File: config.mk
export PLATFORM = sky130hd
export DESIGN_NAME = integer_to_text_formatter_top
export DESIGN_NICKNAME = d
export VERILOG_FILES = /design/src/sv/ittf_pkg.sv /design/src/sv/integer_to_text_formatter_top.sv /design/src/sv/ittf_convert.sv /design/src/sv/ittf_emit.sv
export SDC_FILE = /design/constraint.sdc
export NUM_CORES = 1
export LEC_CHECK = 0
export BUFFER_PORTS_ARGS = -buffer_cell sky130_fd_sc_hd__buf_2
export CORE_ASPECT_RATIO = 1.2
export CORE_MARGIN = 4
export CORE_UTILIZATION = 43
export CTS_BUF_LIST = sky130_fd_sc_hd__clkbuf_4
export DETAILED_ROUTE_END_ITERATION = 8
export GPL_TIMING_DRIVEN = 0
export PLACE_DENSITY = 0.56
export SETUP_SLACK_MARGIN = 0.05
export SLEW_MARGIN = 0
export SYNTH_ARGS = -nofsm -noshare
export SYNTH_HDL_FRONTEND = slang
export SYNTH_SLANG_ARGS = --single-unit
File: constraint.sdc
create_clock -name clock -period 14.75 [get_ports clock]
set_input_delay 1.475 -clock clock [delete_from_list [all_inputs] [get_ports clock]]
set_output_delay 1.475 -clock clock [all_outputs]
set_load 0.01 [all_outputs]
File: src/sv/ittf_pkg.sv
package ittf_pkg;

   // Field and counter widths
   localparam int VALUE_W = 64;
   localparam int LEN_W   = 7;
   localparam int DIGIT_W = 4;

   // Radix codes; any other code selects hexadecimal
   localparam logic [1:0] RADIX_OCT = 2'd0;
   localparam logic [1:0] RADIX_DEC = 2'd1;

   // ASCII codes
   localparam logic [6:0] CH_SPACE = 7'h20;
   localparam logic [6:0] CH_ZERO  = 7'h30;
   localparam logic [6:0] CH_MINUS = 7'h2D;
   localparam logic [6:0] CH_PLUS  = 7'h2B;
   localparam logic [6:0] CH_X     = 7'h58;
   localparam logic [6:0] CH_A     = 7'h41;
   localparam logic [6:0] CASE_BIT = 7'h20;

   typedef struct packed {
      logic [1:0]       radix;
      logic             is_signed;
      logic             lowercase;
      logic             alt_form;
      logic             plus_sign;
      logic             zero_pad;
      logic             left_justify;
      logic [LEN_W-1:0] field_width;
      logic             has_precision;
      logic [5:0]       precision;
      logic             negative;
   } fmt_type;

   typedef struct packed {
      logic busy;
      logic done;
   } stat_type;

   // Half of the number base: a digit at or above it carries on doubling
   function automatic logic [DIGIT_W-1:0] half_base(input logic [1:0] radix);
      logic [DIGIT_W-1:0] half;
      case (radix)
         RADIX_OCT: half = 4'd4;
         RADIX_DEC: half = 4'd5;
         default:   half = 4'd8;
      endcase
      return half;
   endfunction

   // ASCII for one digit, letters lowered on request
   function automatic logic [6:0] digit_char(input logic [DIGIT_W-1:0] d,
                                             input logic lc);
      logic [6:0] ch;
      if (d < 4'd10) begin
         ch = CH_ZERO + {3'b000, d};
      end else begin
         ch = (CH_A + {3'b000, d} - 7'd10) | (lc ? CASE_BIT : 7'd0);
      end
      return ch;
   endfunction

endpackage

File: src/sv/integer_to_text_formatter_top.sv
// Formats one 64-bit integer per request as printf-style ASCII text, one
// character per response, with rsp_last on the final character. A request
// is converted bit-serially: the magnitude is shifted, one bit a cycle,
// into a row of base-8/10/16 digit slots; the output stage then lays out
// the field, of up to MAX_WIDTH characters, and the characters follow one
// per cycle while rsp_stall lets them through. A new request is taken once
// the previous field has been handed to the output register; the last
// character may still wait there. A request whose field is empty
// (zero with precision zero and no prefix, sign or width) gives no
// response at all.
module integer_to_text_formatter_top #(
   parameter int MAX_WIDTH   = 64,
   parameter int DIGIT_SLOTS = 32
) (
   input  logic        clock,
   input  logic        reset,
   input  logic        req_valid,
   output logic        req_stall,
   input  logic [63:0] req_value,
   input  logic [1:0]  req_radix,
   input  logic        req_is_signed,
   input  logic        req_lowercase,
   input  logic        req_alt_form,
   input  logic        req_plus_sign,
   input  logic        req_zero_pad,
   input  logic        req_left_justify,
   input  logic [6:0]  req_field_width,
   input  logic        req_has_precision,
   input  logic [5:0]  req_precision,
   output logic        rsp_valid,
   input  logic        rsp_stall,
   output logic [6:0]  rsp_character,
   output logic        rsp_last
);

   localparam int NDW = $clog2(DIGIT_SLOTS + 1);

   typedef enum logic [2:0] {
      ST_IDLE = 3'b001,
      ST_CONV = 3'b010,
      ST_EMIT = 3'b100
   } state_type;

   state_type                                     state_ff, state_in;
   ittf_pkg::fmt_type                             fmt_ff, fmt_in;
   ittf_pkg::stat_type                            cv_stat, em_stat;
   logic                                          accept, negative, emit_start;
   logic [63:0]                                   magnitude;
   logic [NDW-1:0]                                nd;
   logic [DIGIT_SLOTS-1:0][ittf_pkg::DIGIT_W-1:0] digits;

   // Take a request and form its magnitude
   always_comb begin
      accept    = req_valid && !req_stall;
      negative  = req_radix == ittf_pkg::RADIX_DEC && req_is_signed && req_value[63];
      magnitude = negative ? (~req_value + 64'd1) : req_value;
      fmt_in    = fmt_ff;
      if (accept) begin
         fmt_in.radix         = req_radix;
         fmt_in.is_signed     = req_is_signed;
         fmt_in.lowercase     = req_lowercase;
         fmt_in.alt_form      = req_alt_form;
         fmt_in.plus_sign     = req_plus_sign;
         fmt_in.zero_pad      = req_zero_pad;
         fmt_in.left_justify  = req_left_justify;
         fmt_in.field_width   = req_field_width;
         fmt_in.has_precision = req_has_precision;
         fmt_in.precision     = req_precision;
         fmt_in.negative      = negative;
      end
   end

   // Advance through conversion and output
   always_comb begin
      state_in   = state_ff;
      emit_start = 1'b0;
      case (state_ff)
         ST_IDLE: begin
            if (accept) begin
               state_in = ST_CONV;
            end
         end
         ST_CONV: begin
            if (cv_stat.done) begin
               state_in   = ST_EMIT;
               emit_start = 1'b1;
            end
         end
         ST_EMIT: begin
            if (em_stat.done) begin
               state_in = ST_IDLE;
            end
         end
         default: begin
            state_in = ST_IDLE;
         end
      endcase
   end

   always_ff @(posedge clock) begin
      if (reset) begin
         state_ff <= ST_IDLE;
      end else begin
         state_ff <= state_in;
      end
      fmt_ff <= fmt_in;
   end

   assign req_stall = state_ff != ST_IDLE;

   ittf_convert #(
      .DIGIT_SLOTS(DIGIT_SLOTS)
   ) u_convert (
      .clock     (clock),
      .reset     (reset),
      .start     (accept),
      .magnitude (magnitude),
      .radix     (req_radix),
      .stat      (cv_stat),
      .nd        (nd),
      .digits    (digits)
   );

   ittf_emit #(
      .MAX_WIDTH  (MAX_WIDTH),
      .DIGIT_SLOTS(DIGIT_SLOTS)
   ) u_emit (
      .clock         (clock),
      .reset         (reset),
      .start         (emit_start),
      .fmt           (fmt_ff),
      .nd            (nd),
      .digits        (digits),
      .stat          (em_stat),
      .rsp_valid     (rsp_valid),
      .rsp_stall     (rsp_stall),
      .rsp_character (rsp_character),
      .rsp_last      (rsp_last)
   );

   a_conv_done_in_conv: assert property (@(posedge clock) disable iff (reset)
      cv_stat.done |-> state_ff == ST_CONV)
      else $error("conversion finished outside the conversion phase");

   a_emit_done_in_emit: assert property (@(posedge clock) disable iff (reset)
      em_stat.done |-> state_ff == ST_EMIT && !cv_stat.busy)
      else $error("output finished outside the output phase");

endmodule

File: src/sv/ittf_convert.sv
module ittf_convert #(
   parameter int  DIGIT_SLOTS = 32,
   localparam int IDXW        = $clog2(DIGIT_SLOTS),
   localparam int NDW         = $clog2(DIGIT_SLOTS + 1)
) (
   input  logic                                      clock,
   input  logic                                      reset,
   input  logic                                      start,
   input  logic [ittf_pkg::VALUE_W-1:0]              magnitude,
   input  logic [1:0]                                radix,
   output ittf_pkg::stat_type                        stat,
   output logic [NDW-1:0]                            nd,
   output logic [DIGIT_SLOTS-1:0][ittf_pkg::DIGIT_W-1:0] digits
);

   localparam int CNTW = $clog2(ittf_pkg::VALUE_W);
   localparam logic [CNTW-1:0] CNT_LAST = CNTW'(ittf_pkg::VALUE_W - 1);

   logic                                          busy_ff, busy_in;
   logic                                          done_ff, done_in;
   logic [CNTW-1:0]                               cnt_ff, cnt_in;
   logic [ittf_pkg::VALUE_W-1:0]                  val_ff, val_in;
   logic [1:0]                                    radix_ff, radix_in;
   logic [DIGIT_SLOTS-1:0][ittf_pkg::DIGIT_W-1:0] digit_ff, digit_in, digit_step;
   logic [NDW-1:0]                                nd_ff, nd_in, nd_m1;
   logic [ittf_pkg::DIGIT_W-1:0]                  half;
   logic [DIGIT_SLOTS-1:0]                        carry, cin;
   logic [ittf_pkg::DIGIT_W-1:0]                  reduced;
   logic                                          top_carry;

   // Double every digit slot and shift in the next value bit, base-aware
   always_comb begin
      half = ittf_pkg::half_base(radix_ff);
      for (int i = 0; i < DIGIT_SLOTS; i++) begin
         carry[i] = digit_ff[i] >= half;
      end
      cin = {carry[DIGIT_SLOTS-2:0], val_ff[ittf_pkg::VALUE_W-1]};
      for (int i = 0; i < DIGIT_SLOTS; i++) begin
         reduced       = digit_ff[i] - (carry[i] ? half : 4'd0);
         digit_step[i] = {reduced[2:0], cin[i]};
      end
      nd_m1     = nd_ff - NDW'(1);
      top_carry = carry[nd_m1[IDXW-1:0]];
   end

   // Sequence the conversion, one value bit per cycle
   always_comb begin
      busy_in  = busy_ff;
      done_in  = 1'b0;
      cnt_in   = cnt_ff;
      val_in   = val_ff;
      radix_in = radix_ff;
      digit_in = digit_ff;
      nd_in    = nd_ff;
      if (start) begin
         busy_in  = 1'b1;
         cnt_in   = '0;
         val_in   = magnitude;
         radix_in = radix;
         digit_in = '0;
         nd_in    = '0;
      end else if (busy_ff) begin
         cnt_in   = cnt_ff + CNTW'(1);
         val_in   = {val_ff[ittf_pkg::VALUE_W-2:0], 1'b0};
         digit_in = digit_step;
         // track the count of significant digits
         if (nd_ff == '0) begin
            nd_in = NDW'(val_ff[ittf_pkg::VALUE_W-1]);
         end else if (top_carry && nd_ff < NDW'(DIGIT_SLOTS)) begin
            nd_in = nd_ff + NDW'(1);
         end
         if (cnt_ff == CNT_LAST) begin
            busy_in = 1'b0;
            done_in = 1'b1;
         end
      end
   end

   always_ff @(posedge clock) begin
      if (reset) begin
         busy_ff <= 1'b0;
         done_ff <= 1'b0;
      end else begin
         busy_ff <= busy_in;
         done_ff <= done_in;
      end
      cnt_ff   <= cnt_in;
      val_ff   <= val_in;
      radix_ff <= radix_in;
      digit_ff <= digit_in;
      nd_ff    <= nd_in;
   end

   assign stat.busy = busy_ff;
   assign stat.done = done_ff;
   assign nd        = nd_ff;
   assign digits    = digit_ff;

   a_nd_range: assert property (@(posedge clock) disable iff (reset)
      busy_ff |-> nd_ff <= NDW'(DIGIT_SLOTS))
      else $error("digit count beyond digit slots");

   a_done_ends_busy: assert property (@(posedge clock) disable iff (reset)
      done_ff |-> !busy_ff && $past(busy_ff))
      else $error("conversion done without a preceding run");

endmodule

File: src/sv/ittf_emit.sv
module ittf_emit #(
   parameter int  MAX_WIDTH   = 64,
   parameter int  DIGIT_SLOTS = 32,
   localparam int IDXW        = $clog2(DIGIT_SLOTS),
   localparam int NDW         = $clog2(DIGIT_SLOTS + 1)
) (
   input  logic                                          clock,
   input  logic                                          reset,
   input  logic                                          start,
   input  ittf_pkg::fmt_type                             fmt,
   input  logic [NDW-1:0]                                nd,
   input  logic [DIGIT_SLOTS-1:0][ittf_pkg::DIGIT_W-1:0] digits,
   output ittf_pkg::stat_type                            stat,
   output logic                                          rsp_valid,
   input  logic                                          rsp_stall,
   output logic [6:0]                                    rsp_character,
   output logic                                          rsp_last
);

   localparam int W = ittf_pkg::LEN_W;
   localparam logic [W-1:0] MAX_LEN = W'(MAX_WIDTH);

   typedef enum logic [2:0] {
      EM_IDLE   = 3'b001,
      EM_LAYOUT = 3'b010,
      EM_SEND   = 3'b100
   } em_state_type;

   em_state_type state_ff, state_in;
   logic         done_ff, done_in;
   logic         rsp_valid_ff, rsp_valid_in;
   logic [6:0]   rsp_character_ff, rsp_character_in;
   logic         rsp_last_ff, rsp_last_in;
   logic [W-1:0] pos_ff, pos_in;
   logic [W-1:0] full_ff, full_in;
   logic [W-1:0] b1_ff, b1_in, b2_ff, b2_in, b3_ff, b3_in, b4_ff, b4_in;
   logic [6:0]   pre0_ff, pre0_in, pre1_ff, pre1_in;

   // layout terms
   logic [1:0]   plen;
   logic [6:0]   pre0, pre1;
   logic [W-1:0] plen_w, room, prec_w, prec_sat, ndig, width_sat;
   logic [W-1:0] head, zeros, numlen, full, pad, b1;

   // character selection
   logic [W-1:0]                 dix_full;
   logic [IDXW-1:0]              dix;
   logic [6:0]                   ch;
   logic                         is_last, out_free;

   // Work out prefix, digit count, zero fill and padding of the field
   always_comb begin
      plen = 2'd0;
      pre0 = ittf_pkg::CH_ZERO;
      pre1 = ittf_pkg::CH_X | (fmt.lowercase ? ittf_pkg::CASE_BIT : 7'd0);
      if (fmt.radix != ittf_pkg::RADIX_DEC) begin
         if (fmt.alt_form) begin
            plen = (fmt.radix == ittf_pkg::RADIX_OCT) ? 2'd1 : 2'd2;
         end
      end else if (fmt.negative) begin
         plen = 2'd1;
         pre0 = ittf_pkg::CH_MINUS;
      end else if (fmt.is_signed && fmt.plus_sign) begin
         plen = 2'd1;
         pre0 = ittf_pkg::CH_PLUS;
      end
      plen_w    = W'(plen);
      room      = MAX_LEN - plen_w;
      prec_w    = W'(fmt.precision);
      prec_sat  = (fmt.has_precision && prec_w > room) ? room : prec_w;
      width_sat = (fmt.field_width > MAX_LEN) ? MAX_LEN : fmt.field_width;
      if (nd == '0) begin
         ndig = (fmt.has_precision && fmt.precision == '0) ? W'(0) : W'(1);
      end else begin
         ndig = W'(nd);
      end
      head  = plen_w + ndig;
      zeros = '0;
      if (fmt.has_precision) begin
         if (prec_sat > ndig) begin
            zeros = prec_sat - ndig;
         end
      end else if (fmt.zero_pad && !fmt.left_justify && width_sat > head) begin
         zeros = width_sat - head;
      end
      numlen = head + zeros;
      full   = (numlen > width_sat) ? numlen : width_sat;
      pad    = full - numlen;
      b1     = fmt.left_justify ? W'(0) : pad;
   end

   // Pick the character at the current position
   always_comb begin
      dix_full = b4_ff - W'(1) - pos_ff;
      dix      = dix_full[IDXW-1:0];
      if (pos_ff < b1_ff) begin
         ch = ittf_pkg::CH_SPACE;
      end else if (pos_ff < b2_ff) begin
         ch = (pos_ff == b1_ff) ? pre0_ff : pre1_ff;
      end else if (pos_ff < b3_ff) begin
         ch = ittf_pkg::CH_ZERO;
      end else if (pos_ff < b4_ff) begin
         ch = ittf_pkg::digit_char(digits[dix], fmt.lowercase);
      end else begin
         ch = ittf_pkg::CH_SPACE;
      end
      is_last  = pos_ff == full_ff - W'(1);
      out_free = !rsp_valid_ff || !rsp_stall;
   end

   // Sequence layout and character output
   always_comb begin
      state_in         = state_ff;
      done_in          = 1'b0;
      pos_in           = pos_ff;
      full_in          = full_ff;
      b1_in            = b1_ff;
      b2_in            = b2_ff;
      b3_in            = b3_ff;
      b4_in            = b4_ff;
      pre0_in          = pre0_ff;
      pre1_in          = pre1_ff;
      rsp_character_in = rsp_character_ff;
      rsp_last_in      = rsp_last_ff;
      rsp_valid_in     = rsp_valid_ff && rsp_stall;
      case (state_ff)
         EM_IDLE: begin
            if (start) begin
               state_in = EM_LAYOUT;
            end
         end
         EM_LAYOUT: begin
            pos_in  = '0;
            full_in = full;
            b1_in   = b1;
            b2_in   = b1 + plen_w;
            b3_in   = b1 + plen_w + zeros;
            b4_in   = b1 + numlen;
            pre0_in = pre0;
            pre1_in = pre1;
            // an empty field ends here
            if (full == '0) begin
               state_in = EM_IDLE;
               done_in  = 1'b1;
            end else begin
               state_in = EM_SEND;
            end
         end
         EM_SEND: begin
            if (out_free) begin
               rsp_valid_in     = 1'b1;
               rsp_character_in = ch;
               rsp_last_in      = is_last;
               pos_in           = pos_ff + W'(1);
               if (is_last) begin
                  state_in = EM_IDLE;
                  done_in  = 1'b1;
               end
            end
         end
         default: begin
            state_in = EM_IDLE;
         end
      endcase
   end

   always_ff @(posedge clock) begin
      if (reset) begin
         state_ff     <= EM_IDLE;
         done_ff      <= 1'b0;
         rsp_valid_ff <= 1'b0;
      end else begin
         state_ff     <= state_in;
         done_ff      <= done_in;
         rsp_valid_ff <= rsp_valid_in;
      end
      pos_ff           <= pos_in;
      full_ff          <= full_in;
      b1_ff            <= b1_in;
      b2_ff            <= b2_in;
      b3_ff            <= b3_in;
      b4_ff            <= b4_in;
      pre0_ff          <= pre0_in;
      pre1_ff          <= pre1_in;
      rsp_character_ff <= rsp_character_in;
      rsp_last_ff      <= rsp_last_in;
   end

   assign stat.busy     = state_ff != EM_IDLE;
   assign stat.done     = done_ff;
   assign rsp_valid     = rsp_valid_ff;
   assign rsp_character = rsp_character_ff;
   assign rsp_last      = rsp_last_ff;

   a_pos_in_field: assert property (@(posedge clock) disable iff (reset)
      state_ff == EM_SEND |-> pos_ff < full_ff && full_ff <= MAX_LEN)
      else $error("character position outside the field");

   a_done_on_last: assert property (@(posedge clock) disable iff (reset)
      done_ff && $past(state_ff) == EM_SEND |-> rsp_valid_ff && rsp_last_ff)
      else $error("field finished without a last character");

endmodule

# Word-level counts from Yosys, hierarchy flattened

Cells that the tools add are included.

Bits in registers: 298
Latch bits: 0
Bits in writable memories: 0
ROM bits: 0
Input port bits: 90
Output and inout bits: 10
Logic and storage cells: 298
Memories kept: 0

$add $sub $neg: 52
Multiply operators: 0
Divide/modulo/power cells: 0
$lt $le $gt $ge: 45
Equal/unequal tests: 19
Shift operators: 0
Mux-type cells: 87
Bitwise logic cells: 3
Reduce and logical (&&, ||, !) cells: 29

Operators by type and width:

| operator                                                                | count |
|---|---|
| 64-bit 2-to-1 mux                                                       | 3 |
| 4-bit >= comparator                                                     | 32 |
| 3-bit 2-to-1 mux                                                        | 39 |
| 3-bit subtractor                                                        | 32 |
| 7-bit 2-to-1 mux                                                        | 13 |
| 64-bit by 1-bit adder with 64-bit output, second input constant         | 1 |
| 64-bit NOT                                                              | 1 |
| 7-bit < comparator                                                      | 4 |
| 6-bit 2-to-1 mux                                                        | 4 |
| 7-bit adder                                                             | 3 |
| 7-bit > comparator                                                      | 3 |
| 7-bit subtractor                                                        | 3 |
| 4-bit binary-select mux with 5-bit select                               | 1 |
| 3-bit case mux with 3 select lines                                      | 2 |
| 7-bit equality test                                                     | 2 |
| 1-bit 2-to-1 mux                                                        | 14 |
| 7-bit case mux with 2 select lines                                      | 1 |
| 6-bit by 1-bit adder with 6-bit output, second input constant           | 2 |
| 6-bit logical NOT                                                       | 2 |
| 5-bit by 6-bit < comparator with 1-bit output, second input constant    | 2 |
| 1-bit logical AND                                                       | 10 |
| 5-bit 2-to-1 mux                                                        | 2 |
| 2-bit by 1-bit inequality test with 1-bit output, second input constant | 5 |
| 5-bit by 1-bit subtractor with 5-bit output, second input constant      | 2 |
| other kinds (36)                                                        | 52 |

# Logic depth before layout (Yosys ltp)

Word-level depth: 18
Mapped depth: 52
Mapped depth without buffers: 50

# Hierarchy

Synthesis repeated with hierarchy kept, for this count alone.

Cells, all modules: 2094
Area total of the unflattened synthesis: 20320.7 um^2

Modules (own cells, without submodules):

| module                        | times used | cells an instance | area an instance (um^2) | sequential area each (um^2) |
|---|---|---|---|---|
| ittf_convert                  | 1          | 1165              | 11330.9                 | 4824.6 |
| ittf_emit                     | 1          | 651               | 6582.6                  | 1751.7 |
| integer_to_text_formatter_top | 1          | 278               | 2407.3                  | 750.7 |

# Worst setup path before layout

Ideal clock, no wire load.

Path type: register -> register
Start point: register, netlist name u_convert.radix_ff[1]
End point: register u_emit.b3_ff[6], data pin
Library setup time: 0.268 ns
Data arrival time: 10.103 ns
Data required time: 14.482 ns
Setup slack: 4.380 ns
Stages on the path, launching flop included: 52
Buffers on the path: 2
Clock period less this slack: 10.370 ns
Cell sequence: edfxtp_1 > buf_2 > inv_2 > nand2_2 > inv_2 > mux2i_1 > inv_1 > ha_1 > a21oi_1 > o21ai_0 > a21oi_1 > nor2_1 > nor2_1 > nor2_1 > ha_1 > and3_1 > a211oi_1 > a21boi_0 > [16 not listed] > clkbuf_1 > mux2i_1 > inv_1 > ha_1 > fa_1 > or2_2 > inv_1 > ha_1 > a21oi_1 > nor2_1 > xor2_1 > ha_1 > inv_1 > o21bai_1 > a21o_1 > a21oi_1 > xnor2_1 > xnor3_1

RTL lines:

| what                 | RTL line         | source |
|---|---|---|
| end signal, assigned | ittf_emit.sv:181 | `b3_ff <= b3_in;` |
| end, declared        | ittf_emit.sv:36  | `logic [W-1:0] b1_ff, b1_in, b2_ff, b2_in, b3_ff, b3_in, b4_ff, b4_in;` |

==> impl_metrics.py <==
metrics = {
    "status": {
        "outcome": "finished, final reports clean",
    },
    "cts": {
        "clkSinkCount": 292,
        "clockBufferDepth": 3,
        "numCtsBuffers": 86,
        "post_cts_resized": 0,
        "worstSkewPairLatency_ns": 0.82,
        "cts_tree": "built",
        "post_cts_buffers": 0,
        "h-tree-depth": 3,
        "cts_hold_buffers": 0,
        "clockRootBuffer": "clkbuf_4",
        "clk_pin_slew_ns": 0.06,
    },
    "die": {
        "dieArea_sq_mm": 0.0508,
        "ios": 100,
        "core_sq_mm": 0.0469,
        "dieHeight_um": 246,
        "die_w_um": 206,
        "initial_core_util_pct": 43.3,
        "rows": 87,
    },
    "placement": {
        "place_congestion": 0.913,
        "dpl.hpwl_um": 41000,
        "post_dp_cell_area_sq_mm": 0.0216,
        "dp_cells": 2815,
        "io_buffers": 98,
    },
    "routing": {
        "vias_per_cell": 5.45,
        "drc": 0,
        "drtPass1Iterations": 5,
        "drt_iter0_drc": 964,
        "routedWlPerCell_um": 18.7,
        "drtAntennaViolNets": 0,
        "vias": 16200,
        "wl_um": 55500,
    },
    "hold_path": {
        "hold_path_class": "flop to flop",
        "holdPathStages": 0,
    },
    "yosys": {
        "synth_nets": 2437,
        "synth_edf_count": 142,
        "synth_top_area_share_pct": 21.0,
        "synth.area.top_cells": "edfxtp_1 (21%), ha_1 (15%), dfxtp_1 (15%)",
        "synthXorXnorAreaFrac_pct": 8.24,
        "synth-seq-cells": 292,
        "synth.distinct_cells": 81,
        "synth_fa_ha_area_share_pct": 16.1,
        "syn_avg_cell_area_sq_um": 9.71,
        "synthArstFlopShare_pct": 0,
        "synth_compound_area_share_pct": 13.9,
        "synth_ff_type": "dfxtp_1",
        "yosysSeqAreaShare_pct": 35.8,
        "synthMuxAreaShare_pct": 7.71,
        "synthCells": 2092,
        "syn_area_sq_mm": 0.0203,
        "yosysTopAreaCell": "edfxtp_1",
        "synth_top_family_by_area": "adder cells",
        "ys_warn_count": 0,
        "synthSimpleGateAreaFrac_pct": 13.6,
    },
    "finish": {
        "final_core_util_pct": 48.4,
        "seqCellArea_sq_mm": 0.00727,
        "n_fill_cell": 4495,
        "multi_input_area_sq_mm": 0.0121,
        "final_common_cell": "nor2_1",
        "area_growth_pct": 11.9,
        "stdcell_count": 2971,
        "final_nets": 2625,
        "final_cell_mix": "nor2_1 (278), ha_1 (247), inv_1 (151)",
        "layout-drive-gt1-share_pct": 15.0,
        "fin_area_sq_mm": 0.0227,
    },
    "worst_setup_path": {
        "arrival_ns": 14.02,
        "cp_num_cells": 51,
        "crit_top_cell": "ha_1",
        "path_buf_inv": 8,
        "cp_top_family": "compound AO/OA/AOI/OAI gates",
        "startpoint_type": "flop",
        "required_ns": 15.29,
        "worstSetupPathType": "flop to flop",
        "cpMaxStageDelayCell": "mux2i_1",
        "slowest_delay_ns": 0.80,
        "worstRegToRegCells": 51,
        "cp_max_fo": 34,
        "end_kind": "flop",
    },
    "timing": {
        "rsz0062_at_grt": "no",
        "relSlewSlack_pct": 9.09,
        "drv_slew": 0,
        "clock.fmax_ghz": 0.0742,
        "tns_ns": 0,
        "finalHoldViolations": 0,
        "period_share_pct": 91.4,
        "setup_viol": 0,
        "worst_pin_slew_ns": 1.36,
        "finClkSkew_ns": 0.0395,
        "period_needed_ns": 13.48,
    },
    "global_route": {
        "grt_pass1_vias": 16500,
        "grt_overflow_total": 0,
        "grt_pass1_wl_um": 88600,
        "antenna_found_initial": 2,
        "grt_max_degree": 65,
        "grt_util_all_layers_pct": 21.9,
    },
    "power": {
        "swShare_pct": 38.8,
        "clock_power_share_pct": 23.7,
        "switchingPower_uw": 1300,
        "p_int_uw": 2050,
        "peakVddDrop_v": 0.0000724,
        "power_density_mw_per_mm2": 147,
        "p_seq_share_pct": 34.0,
        "p_comb_share_pct": 42.3,
        "leakage_uw": 0.00940,
    },
    "run": {
        "maxCapViolCount": 0,
    },
}
## per-layer routing
metal | vias up | routed length [um] | global-route usage (%)
met1 | 7692 | 24000 | 27.5
met2 | 436 | 26700 | 36.6
li1 | 7950 | - | -
met3 | 118 | 2910 | 4.03
met5 | - | 13 | 0
met4 | 2 | 1910 | 9.63
## kinds of logic (layout without fill, tap and decap cells)
group | count (synthesis) | count (layout)
AO/OA/AOI/OAI | 428 | 428
buffers and inverters | 248 | 503
multiplexers | 101 | 101
XOR/XNOR | 188 | 188
AND/OR/NAND/NOR | 579 | 579
adder cells (fa/ha/maj) | 256 | 256
flip-flops | 292 | 292
other | 0 | 1
## cells in the mapped netlist (27+ instances only)
library cell,instances
nor2_1,278
dfxtp_1,150
o21ai_1,27
a21oi_1,91
ha_1,247
clkbuf_1,79
nand2_1,116
o21ai_0,66
mux2i_1,53
xnor2_1,127
mux4_2,44
xor2_1,59
edfxtp_1,142
or3b_2,34
a21o_1,54
a211oi_1,101
inv_1,152
## power groups by stage
stage / logic, uW / registers (uW) / clock network (uW)
floorplan: 1040 / 1110 / 0
global placement: 1380 / 1150 / 0
detailed placement: 1410 / 1150 / 0
CTS: 1420 / 1130 / 823
global route: 1590 / 1150 / 867
finish: 1410 / 1140 / 792
## final cells by class
| class | instances | area share [%] |
|---|---|---|
| clock buffer | 121 | 4.00 |
| buffer | 92 | 1.59 |
| inverter | 156 | 2.58 |
| tap | 623 | 3.43 |
| clock inverter | 34 | 0.842 |
| timing repair buffer | 100 | 2.31 |
| antenna | 1 | 0.0110 |
| multi-input combinational | 1552 | 53.3 |
| sequential | 292 | 32.0 |
## flip-flops by register name (all words and copies together) (netlist names)
| name | count |
|---|---|
| u_emit.rsp_last | 1 |
| u_emit.pre0_ff | 4 |
| fmt_ff | 21 |
| u_emit.pre1_ff | 1 |
| u_convert.nd | 6 |
| u_convert.cnt_ff | 6 |
| u_emit.b3_ff | 7 |
| u_emit.pos_ff | 7 |
| u_emit.done_ff | 1 |
| state_ff | 3 |
| u_emit.state_ff | 3 |
| u_emit.full_ff | 7 |
| u_convert.radix_ff | 2 |
| u_convert.busy_ff | 1 |
| u_emit.b4_ff | 7 |
| u_emit.b1_ff | 7 |
| u_emit.b2_ff | 7 |
| u_convert.val_ff | 64 |
| u_convert.digits | 128 |
| u_emit.rsp_valid | 1 |
| u_convert.done_ff | 1 |
| u_emit.rsp_character | 7 |
## final timing paths
path	start	endpoint	slack (ns)
max	u_convert.radix_ff[1]	u_emit.b3_ff[6]	1.27
min	fmt_ff[19]	u_emit.pre1_ff[5]	0.47
max reg2reg	u_convert.radix_ff[1]	u_emit.b3_ff[6]	1.27
min reg2reg	fmt_ff[19]	u_emit.pre1_ff[5]	0.47
## stage by stage
stage	hold slack, ns	setup slack (ns)	total power, uW
after floorplan	0.427	4.38	2160
after global placement	0.468	1.60	2530
after detailed placement	0.469	1.34	2560
after CTS	0.465	1.25	3380
after global routing	0.470	0.249	3610
final	0.471	1.27	3340
No activity file was read; power rests on OpenSTA's default activity.
